==> config.mk <==
export PLATFORM = sky130hd
export DESIGN_NAME = phase_accumulator_waveform_gen
export DESIGN_NICKNAME = d
export VERILOG_FILES = /design/src/rtl/pawg_pkg.sv /design/src/rtl/pawg_cfg.sv /design/src/rtl/pawg_accum.sv /design/src/rtl/pawg_shaper.sv /design/src/rtl/phase_accumulator_waveform_gen.sv
export SDC_FILE = /design/constraint.sdc
export NUM_CORES = 1
export LEC_CHECK = 0
export BUFFER_PORTS_ARGS = -buffer_cell sky130_fd_sc_hd__clkbuf_2
export CORE_AREA = 2 2 110 112
export DETAILED_ROUTE_END_ITERATION = 7
export DIE_AREA = 0 0 112 114
export PLACE_DENSITY = 0.73
export SYNTH_ARGS = -nofsm -noshare
export SYNTH_HDL_FRONTEND = slang
export SYNTH_SLANG_ARGS = --single-unit
==> constraint.sdc <==
create_clock -name clk_i -period 5.02 [get_ports clk_i]
set_input_delay 1.004 -clock clk_i [delete_from_list [all_inputs] [get_ports clk_i]]
set_output_delay 1.004 -clock clk_i [all_outputs]
set_load 0.02 [all_outputs]
==> src/rtl/pawg_pkg.sv <==
// Shared types, register codes and waveform shaping functions for the phase oscillator.
package pawg_pkg;

  localparam int unsigned PhaseW   = 32;
  localparam int unsigned SampleW  = 16;
  localparam int unsigned ShapeW   = 2;
  localparam int unsigned PulseW   = 15;
  localparam int unsigned CfgIdxW  = 2;
  localparam int unsigned CfgDataW = 32;

  localparam logic [PhaseW-1:0]  HalfScale = 32'h8000_0000;
  localparam logic [SampleW-1:0] SampleMax = 16'h7FFF;
  localparam logic [SampleW-1:0] SampleMin = 16'h8000;

  // Waveform codes; the unused code renders saw
  typedef enum logic [ShapeW-1:0] {
    SHAPE_SAW      = 2'd0,
    SHAPE_SQUARE   = 2'd1,
    SHAPE_TRIANGLE = 2'd2
  } shape_e;

  // Configuration register indexes
  typedef enum logic [CfgIdxW-1:0] {
    REG_WAVE_SHAPE  = 2'd0,
    REG_PULSE_WIDTH = 2'd1,
    REG_PHASE_INCR  = 2'd2
  } reg_idx_e;

  typedef struct packed {
    logic [ShapeW-1:0] wave_shape;
    logic [PulseW-1:0] pulse_width;
    logic [PhaseW-1:0] phase_step;
  } cfg_t;

  // One beat between the accumulator and the shaper
  typedef struct packed {
    logic [PhaseW-1:0] phase;
    logic              block_end;
  } beat_t;

  // Saw: top half of the phase, offset to signed
  function automatic logic [SampleW-1:0] shape_saw(input logic [PhaseW-1:0] ph);
    return ph[PhaseW-1 -: SampleW] ^ SampleMin;
  endfunction

  // Square: high below the threshold, low at or above it
  function automatic logic [SampleW-1:0] shape_square(input logic [PhaseW-1:0] ph,
                                                       input logic [PulseW-1:0] pw);
    logic [PhaseW-1:0] thr;
    thr = HalfScale + {1'b0, pw, 16'h0000};
    return (ph < thr) ? SampleMax : SampleMin;
  endfunction

  // Triangle: fold phase>>15 about its midpoint, then offset to signed
  function automatic logic [SampleW-1:0] shape_triangle(input logic [PhaseW-1:0] ph);
    logic [SampleW:0]   t;
    logic [SampleW-1:0] f;
    t = ph[PhaseW-1 -: SampleW+1];
    f = t[SampleW] ? ~t[SampleW-1:0] : t[SampleW-1:0];
    return f ^ SampleMin;
  endfunction

endpackage

==> src/rtl/pawg_cfg.sv <==
// Configuration register file: waveform shape, pulse width and phase increment.
module pawg_cfg
  import pawg_pkg::*;
(
  input  logic                clk_i,
  input  logic                rst_ni,
  input  logic                cfg_we_i,
  input  logic [CfgIdxW-1:0]  cfg_idx_i,
  input  logic [CfgDataW-1:0] cfg_data_i,
  output cfg_t                cfg_o
);

  cfg_t cfg_q, cfg_d;

  // Decode the write; drop writes to unknown indexes
  always_comb begin
    cfg_d = cfg_q;
    if (cfg_we_i) begin
      case (reg_idx_e'(cfg_idx_i))
        REG_WAVE_SHAPE:  cfg_d.wave_shape  = cfg_data_i[ShapeW-1:0];
        REG_PULSE_WIDTH: cfg_d.pulse_width = cfg_data_i[PulseW-1:0];
        REG_PHASE_INCR:  cfg_d.phase_step  = cfg_data_i[PhaseW-1:0];
        default: ;
      endcase
    end
  end

  always_ff @(posedge clk_i or negedge rst_ni) begin
    if (!rst_ni) begin
      cfg_q <= '0;
    end else begin
      cfg_q <= cfg_d;
    end
  end

  assign cfg_o = cfg_q;

endmodule

==> src/rtl/pawg_accum.sv <==
// Phase accumulator stage: sync clear, increment with wrap, beat register.
module pawg_accum
  import pawg_pkg::*;
(
  input  logic              clk_i,
  input  logic              rst_ni,
  input  logic              in_valid_i,
  output logic              in_ready_o,
  input  logic              sync_reset_i,
  input  logic              block_end_in_i,
  input  logic [PhaseW-1:0] phase_step_i,
  input  logic              take_i,
  output logic              beat_valid_o,
  output beat_t             beat_o
);

  beat_t             beat_q, beat_d;
  logic              valid_q, valid_d;
  logic              accept;
  logic [PhaseW-1:0] base;

  // Take a new beat when empty or when the current one moves on
  assign in_ready_o = !valid_q || take_i;
  assign accept     = in_valid_i && in_ready_o;

  // Clear on sync, then advance by the increment
  assign base = sync_reset_i ? '0 : beat_q.phase;

  always_comb begin
    beat_d  = beat_q;
    valid_d = valid_q;
    if (accept) begin
      beat_d.phase     = base + phase_step_i;
      beat_d.block_end = block_end_in_i;
      valid_d          = 1'b1;
    end else if (take_i) begin
      valid_d = 1'b0;
    end
  end

  // Phase lives in the beat register and resets to zero
  always_ff @(posedge clk_i or negedge rst_ni) begin
    if (!rst_ni) begin
      beat_q  <= '0;
      valid_q <= 1'b0;
    end else begin
      beat_q  <= beat_d;
      valid_q <= valid_d;
    end
  end

  assign beat_valid_o = valid_q;
  assign beat_o       = beat_q;

endmodule

==> src/rtl/pawg_shaper.sv <==
// Waveform shaper and output register with valid/stall handshake.
module pawg_shaper
  import pawg_pkg::*;
(
  input  logic               clk_i,
  input  logic               rst_ni,
  input  logic               beat_valid_i,
  input  beat_t              beat_i,
  input  cfg_t               cfg_i,
  output logic               take_o,
  output logic               out_valid_o,
  input  logic               out_stall_i,
  output logic [SampleW-1:0] sample_o,
  output logic               block_end_out_o
);

  logic               valid_q, valid_d;
  logic [SampleW-1:0] sample_q, sample_d;
  logic               blk_q, blk_d;
  logic               room;
  logic [SampleW-1:0] shaped;

  // Output register frees up when empty or when its beat is taken
  assign room   = !valid_q || !out_stall_i;
  assign take_o = beat_valid_i && room;

  // Select the waveform
  always_comb begin
    case (shape_e'(cfg_i.wave_shape))
      SHAPE_SQUARE:   shaped = shape_square(beat_i.phase, cfg_i.pulse_width);
      SHAPE_TRIANGLE: shaped = shape_triangle(beat_i.phase);
      default:        shaped = shape_saw(beat_i.phase);
    endcase
  end

  // Load on take, drop valid once delivered, hold while stalled
  always_comb begin
    valid_d  = valid_q;
    sample_d = sample_q;
    blk_d    = blk_q;
    if (take_o) begin
      valid_d  = 1'b1;
      sample_d = shaped;
      blk_d    = beat_i.block_end;
    end else if (room) begin
      valid_d = 1'b0;
    end
  end

  always_ff @(posedge clk_i or negedge rst_ni) begin
    if (!rst_ni) begin
      valid_q <= 1'b0;
    end else begin
      valid_q <= valid_d;
    end
  end

  always_ff @(posedge clk_i) begin
    sample_q <= sample_d;
    blk_q    <= blk_d;
  end

  assign out_valid_o     = valid_q;
  assign sample_o        = sample_q;
  assign block_end_out_o = blk_q;

endmodule

==> src/rtl/phase_accumulator_waveform_gen.sv <==
// Phase accumulator oscillator: top level joining config, accumulator and shaper.
//
// Usage:
//   Input channel (in_valid_i / in_stall_o) carries one sample tick per beat with
//   sync_reset_i (clear phase before this tick's add) and block_end_in_i.
//   Output channel (out_valid_o / out_stall_i) returns one signed 16-bit sample_o
//   per input beat, with block_end_in_i copied as block_end_out_o.
//   Config port (cfg_we_i, cfg_idx_i, cfg_data_i): index 0 wave shape, 1 pulse
//   width, 2 phase increment; other indexes are ignored. Write only while idle.
// Pipeline: the accept edge loads the accumulator register, and the output register
//   loads from it once it has room; out_valid_o rises as the output register loads.
// Throughput: 1 beat per cycle while out_stall_i is low; the 32-bit phase add and the
//   waveform mux each take one register stage.
// Reset: phase, config registers and both valid flags clear, not the output data;
//   the first tick after reset gives phase = increment.
// Stall: a stalled output holds its beat; one more beat is taken into the
//   accumulator stage, after which in_stall_o rises until the output drains.
module phase_accumulator_waveform_gen
  import pawg_pkg::*;
(
  input  logic                clk_i,
  input  logic                rst_ni,
  input  logic                cfg_we_i,
  input  logic [CfgIdxW-1:0]  cfg_idx_i,
  input  logic [CfgDataW-1:0] cfg_data_i,
  input  logic                in_valid_i,
  output logic                in_stall_o,
  input  logic                sync_reset_i,
  input  logic                block_end_in_i,
  output logic                out_valid_o,
  input  logic                out_stall_i,
  output logic [SampleW-1:0]  sample_o,
  output logic                block_end_out_o
);

  cfg_t  cfg;
  beat_t beat;
  logic  beat_valid;
  logic  take;
  logic  in_ready;

  pawg_cfg u_cfg (
    .clk_i      (clk_i),
    .rst_ni     (rst_ni),
    .cfg_we_i   (cfg_we_i),
    .cfg_idx_i  (cfg_idx_i),
    .cfg_data_i (cfg_data_i),
    .cfg_o      (cfg)
  );

  pawg_accum u_accum (
    .clk_i          (clk_i),
    .rst_ni         (rst_ni),
    .in_valid_i     (in_valid_i),
    .in_ready_o     (in_ready),
    .sync_reset_i   (sync_reset_i),
    .block_end_in_i (block_end_in_i),
    .phase_step_i   (cfg.phase_step),
    .take_i         (take),
    .beat_valid_o   (beat_valid),
    .beat_o         (beat)
  );

  pawg_shaper u_shaper (
    .clk_i           (clk_i),
    .rst_ni          (rst_ni),
    .beat_valid_i    (beat_valid),
    .beat_i          (beat),
    .cfg_i           (cfg),
    .take_o          (take),
    .out_valid_o     (out_valid_o),
    .out_stall_i     (out_stall_i),
    .sample_o        (sample_o),
    .block_end_out_o (block_end_out_o)
  );

  assign in_stall_o = !in_ready;

endmodule

==> run summary <==
Max cap viols: 0
Worst-path cell chain: clkbuf_2 > nor2b_1 > ha_1 > nand2_1 > o311a_1 > or4_1 > a2111oi_2 > o21ai_0 > a21boi_0 > o21ai_0 > a221o_1
Slew headroom: 28.8%
Kind of cell adding the most delay to the critical path: compound AO/OA/AOI/OAI gates
Die W: 112 µm
Most frequent CP cell: o21ai_0
Worst EP arrival: 4.30 ns
Worst path bufs/invs: 1
PwrDens: 521 nW/µm²
Outcome: finished clean
Metal2 WL: 6600 µm
Clock Path Buffers: 2
Die ar.: 12800 µm²
Final core utilization: 58.9%
GRT Overall Usage: 23.4%
Inserted Clock Buffers: 9
Root Driver: clkbuf_16
Via count: 4787
Final setup vio count: 0
Post-CTS Resized: 0
Core area: 11700 µm²
WL met3: 695 µm
Final RePlAce weighted congestion: 0.900
Final count of pins violating max slew: 0
Fmax: 247 MHz
Netlist cell types: 58
IR drop worst, VDD: 0.304 mV
CP max-delay cell: or4_1
Vias/cell: 5.97
Critical path peak fanout: 22
Setup Buffers After CTS: 0
Post-synth ARST share: 83.2%
Clock Skew: 0.00549 ns
Syn Area/Cell: 10.3 µm²
Critical Path Stages: 11
CTS clock-pin slew for the worst setup and hold paths: 0.07 ns
Number of H-tree levels: 3
CTS tree: yes
Layout area overhead: 11.5%
Synthesized instance count: 600
DRC errors left: 0
Die height: 114 µm
Final Hold Viols: 0
CP peak stage delay: 0.57 ns
Initial core utilization: 52.9%
Design Power: 3.60 mW
Initial antenna violation count: 0
Worst-Margin Slew: 1.07 ns
Ys flop type: dfrtp_1
Fin Setup TNS: 0 ns
Reg2reg start: u_accum.beat_o[17]
Hold Crit Endpoint: u_shaper.block_end_out_o
WP data required: 5.26 ns
Min cycle time layout: 4.06 ns
Number of synthesized flops with an enable pin: 17
Detailed placement HPWL: 10300 µm
Clock Latency Late Sink: 0.36 ns
Crit Path Class: input pin to flip-flop
Min Hold Slack: 0.458 ns
Register-to-Register Path Depth: 10
Row cnt: 40
I/O pins: 60
Period utilization: 80.8%
Non-filler cells, final: 802
Avg WL per Cell: 17.6 µm
Leak: 3.18 nW
Yosys reg bits: 101
Min-delay src: u_accum.beat_o[0]
Mapped cell area: 6190 µm²
Final nets: 739
Final ANT Viol Nets: 0
Drt first pass iters: 7
Crit end category: flip-flop
Post-Syn Nets: 689
Highest Signal Layer: met4
WL final: 14100 µm
Met1 WL: 6410 µm
RSZ-0062 raised after global routing: no
Cts hold-fix bufs: 0
Register area share after synthesis: 42.2%
Global-route wire length before repair: 23700 µm
Ratio of cells with drive above 1 in the final layout: 20.5%
Worst hold path class: flip-flop to flip-flop
Reg2reg end: u_accum.beat_o[32]
CP Launch Type: input pin
Hold depth: 0
Initial DRC count: 327
Placed cell count: 786
PortBufs: 59
Reg2reg setup slack: 1.57 ns
Ys Warns: 0
Total gr overflow: 0
Vias in the first global route: 4811
Largest net degree at the start of global routing: 85
Antenna Cells: 0
CTS sink count: 101
==> logic make-up (layout without fill, tap and decap cells) <==
group	Yosys count	after routing	share of synthesized area (%)
AOI/OAI and AO/OA	157	157	17.4
and+or+nand+nor	154	154	13.0
DFF	101	101	42.2
buffers and inverters	52	107	3.17
muxes	49	49	8.89
adders and majority gates	48	48	9.82
xor gates and xnor gates	39	39	5.52
==> worst max path at each step <==
stage,startpoint,to
floorplan,sync_reset_i,u_accum.beat_o[32]
global placement,sync_reset_i,u_accum.beat_o[28]
detailed placement,sync_reset_i,u_accum.beat_o[28]
CTS,sync_reset_i,u_accum.beat_o[28]
global route,sync_reset_i,u_accum.beat_o[28]
finish,sync_reset_i,u_accum.beat_o[28]
==> state kept, by name, indices dropped and copies added, names as in the netlist <==
name / flops
u_shaper.sample_o: 16
u_cfg.cfg_o: 49
u_accum.beat_valid_o: 1
u_shaper.out_valid_o: 1
u_accum.beat_o: 33
u_shaper.block_end_out_o: 1
==> final cells by class <==
type | instances | area (µm²)
multi-input combinational | 447 | 3380
clock buffer | 12 | 256
timing repair buffer | 64 | 335
inverter | 27 | 101
fill | 979 | 4810
tap | 147 | 184
clock inverter | 4 | 31.3
sequential | 101 | 2610
==> through the flow <==
step | worst slack, ns | area [µm²]
2_1_floorplan | 1.07 | 6190
3_3_place_gp | 0.770 | 6610
3_5_place_dp | 0.617 | 6610
4_1_cts | 0.988 | 6900
5_1_grt | 0.763 | 6900
6_report | 0.964 | 6900
==> synth_stat cells, types with 17 or more instances <==
library cell	count	share of area, %
edfxtp_1	17	8.2
nor2b_1	37	3.7
nor2_1	19	1.2
nand2_1	52	3.2
inv_1	27	1.6
xor2_1	25	3.5
ha_1	47	9.5
a21o_1	18	2.2
clkbuf_1	22	1.3
a221o_1	17	2.7
o21ai_0	46	3.7
a21oi_1	25	2.0
dfrtp_1	84	34
mux2_2	48	8.7
==> where the power goes <==
part	total [mW]	switching, mW	internal [mW]
registers	1.36	0.258	1.10
clock network	0.683	0.318	0.365
logic	1.56	0.839	0.720
total	3.60	1.41	2.18
==> layout by cell type, fill, tap and decap left out, types with 3 or more instances in the layout <==
master       n
dfrtp_1     84
clkbuf_2    58
nand2_1     52
mux2_2      48
ha_1        47
o21ai_0     46
nor2b_1     37
inv_1       27
xor2_1      25
a21oi_1     25
nor2_1      19
a21o_1      18
a221o_1     17
edfxtp_1    17
xnor2_1     14
clkbuf_16    9
nand3_1      8
nand4_1      6
a31oi_1      6
buf_4        6
a211oi_1     5
and3_1       5
o21a_1       5
nor3_1       4
nand3b_1     4
o21bai_1     4
o31ai_1      4
a221oi_1     3
and2_1       3
o211ai_1     3
o211a_1      3
clkinvlp_4   3
==> layer usage <==
| metal | vias to the layer above | track usage, % |
|---|---|---|
| li1 | 2287 | - |
| met1 | 2335 | 30.9 |
| met2 | 141 | 38.0 |
| met3 | 24 | 4.62 |
| met4 | 0 | 9.92 |
| met5 | - | 0 |
==> worst register-to-register path: cells and delay by family (launching register included) <==
| family | cells | cell delay (ns) |
|---|---|---|
| simple gates | 4 | 1.17 |
| flops | 1 | 0.47 |
| compound gates | 5 | 1.30 |
| fa+ha+maj | 1 | 0.40 |
No activity file was read; power rests on OpenSTA's default activity.
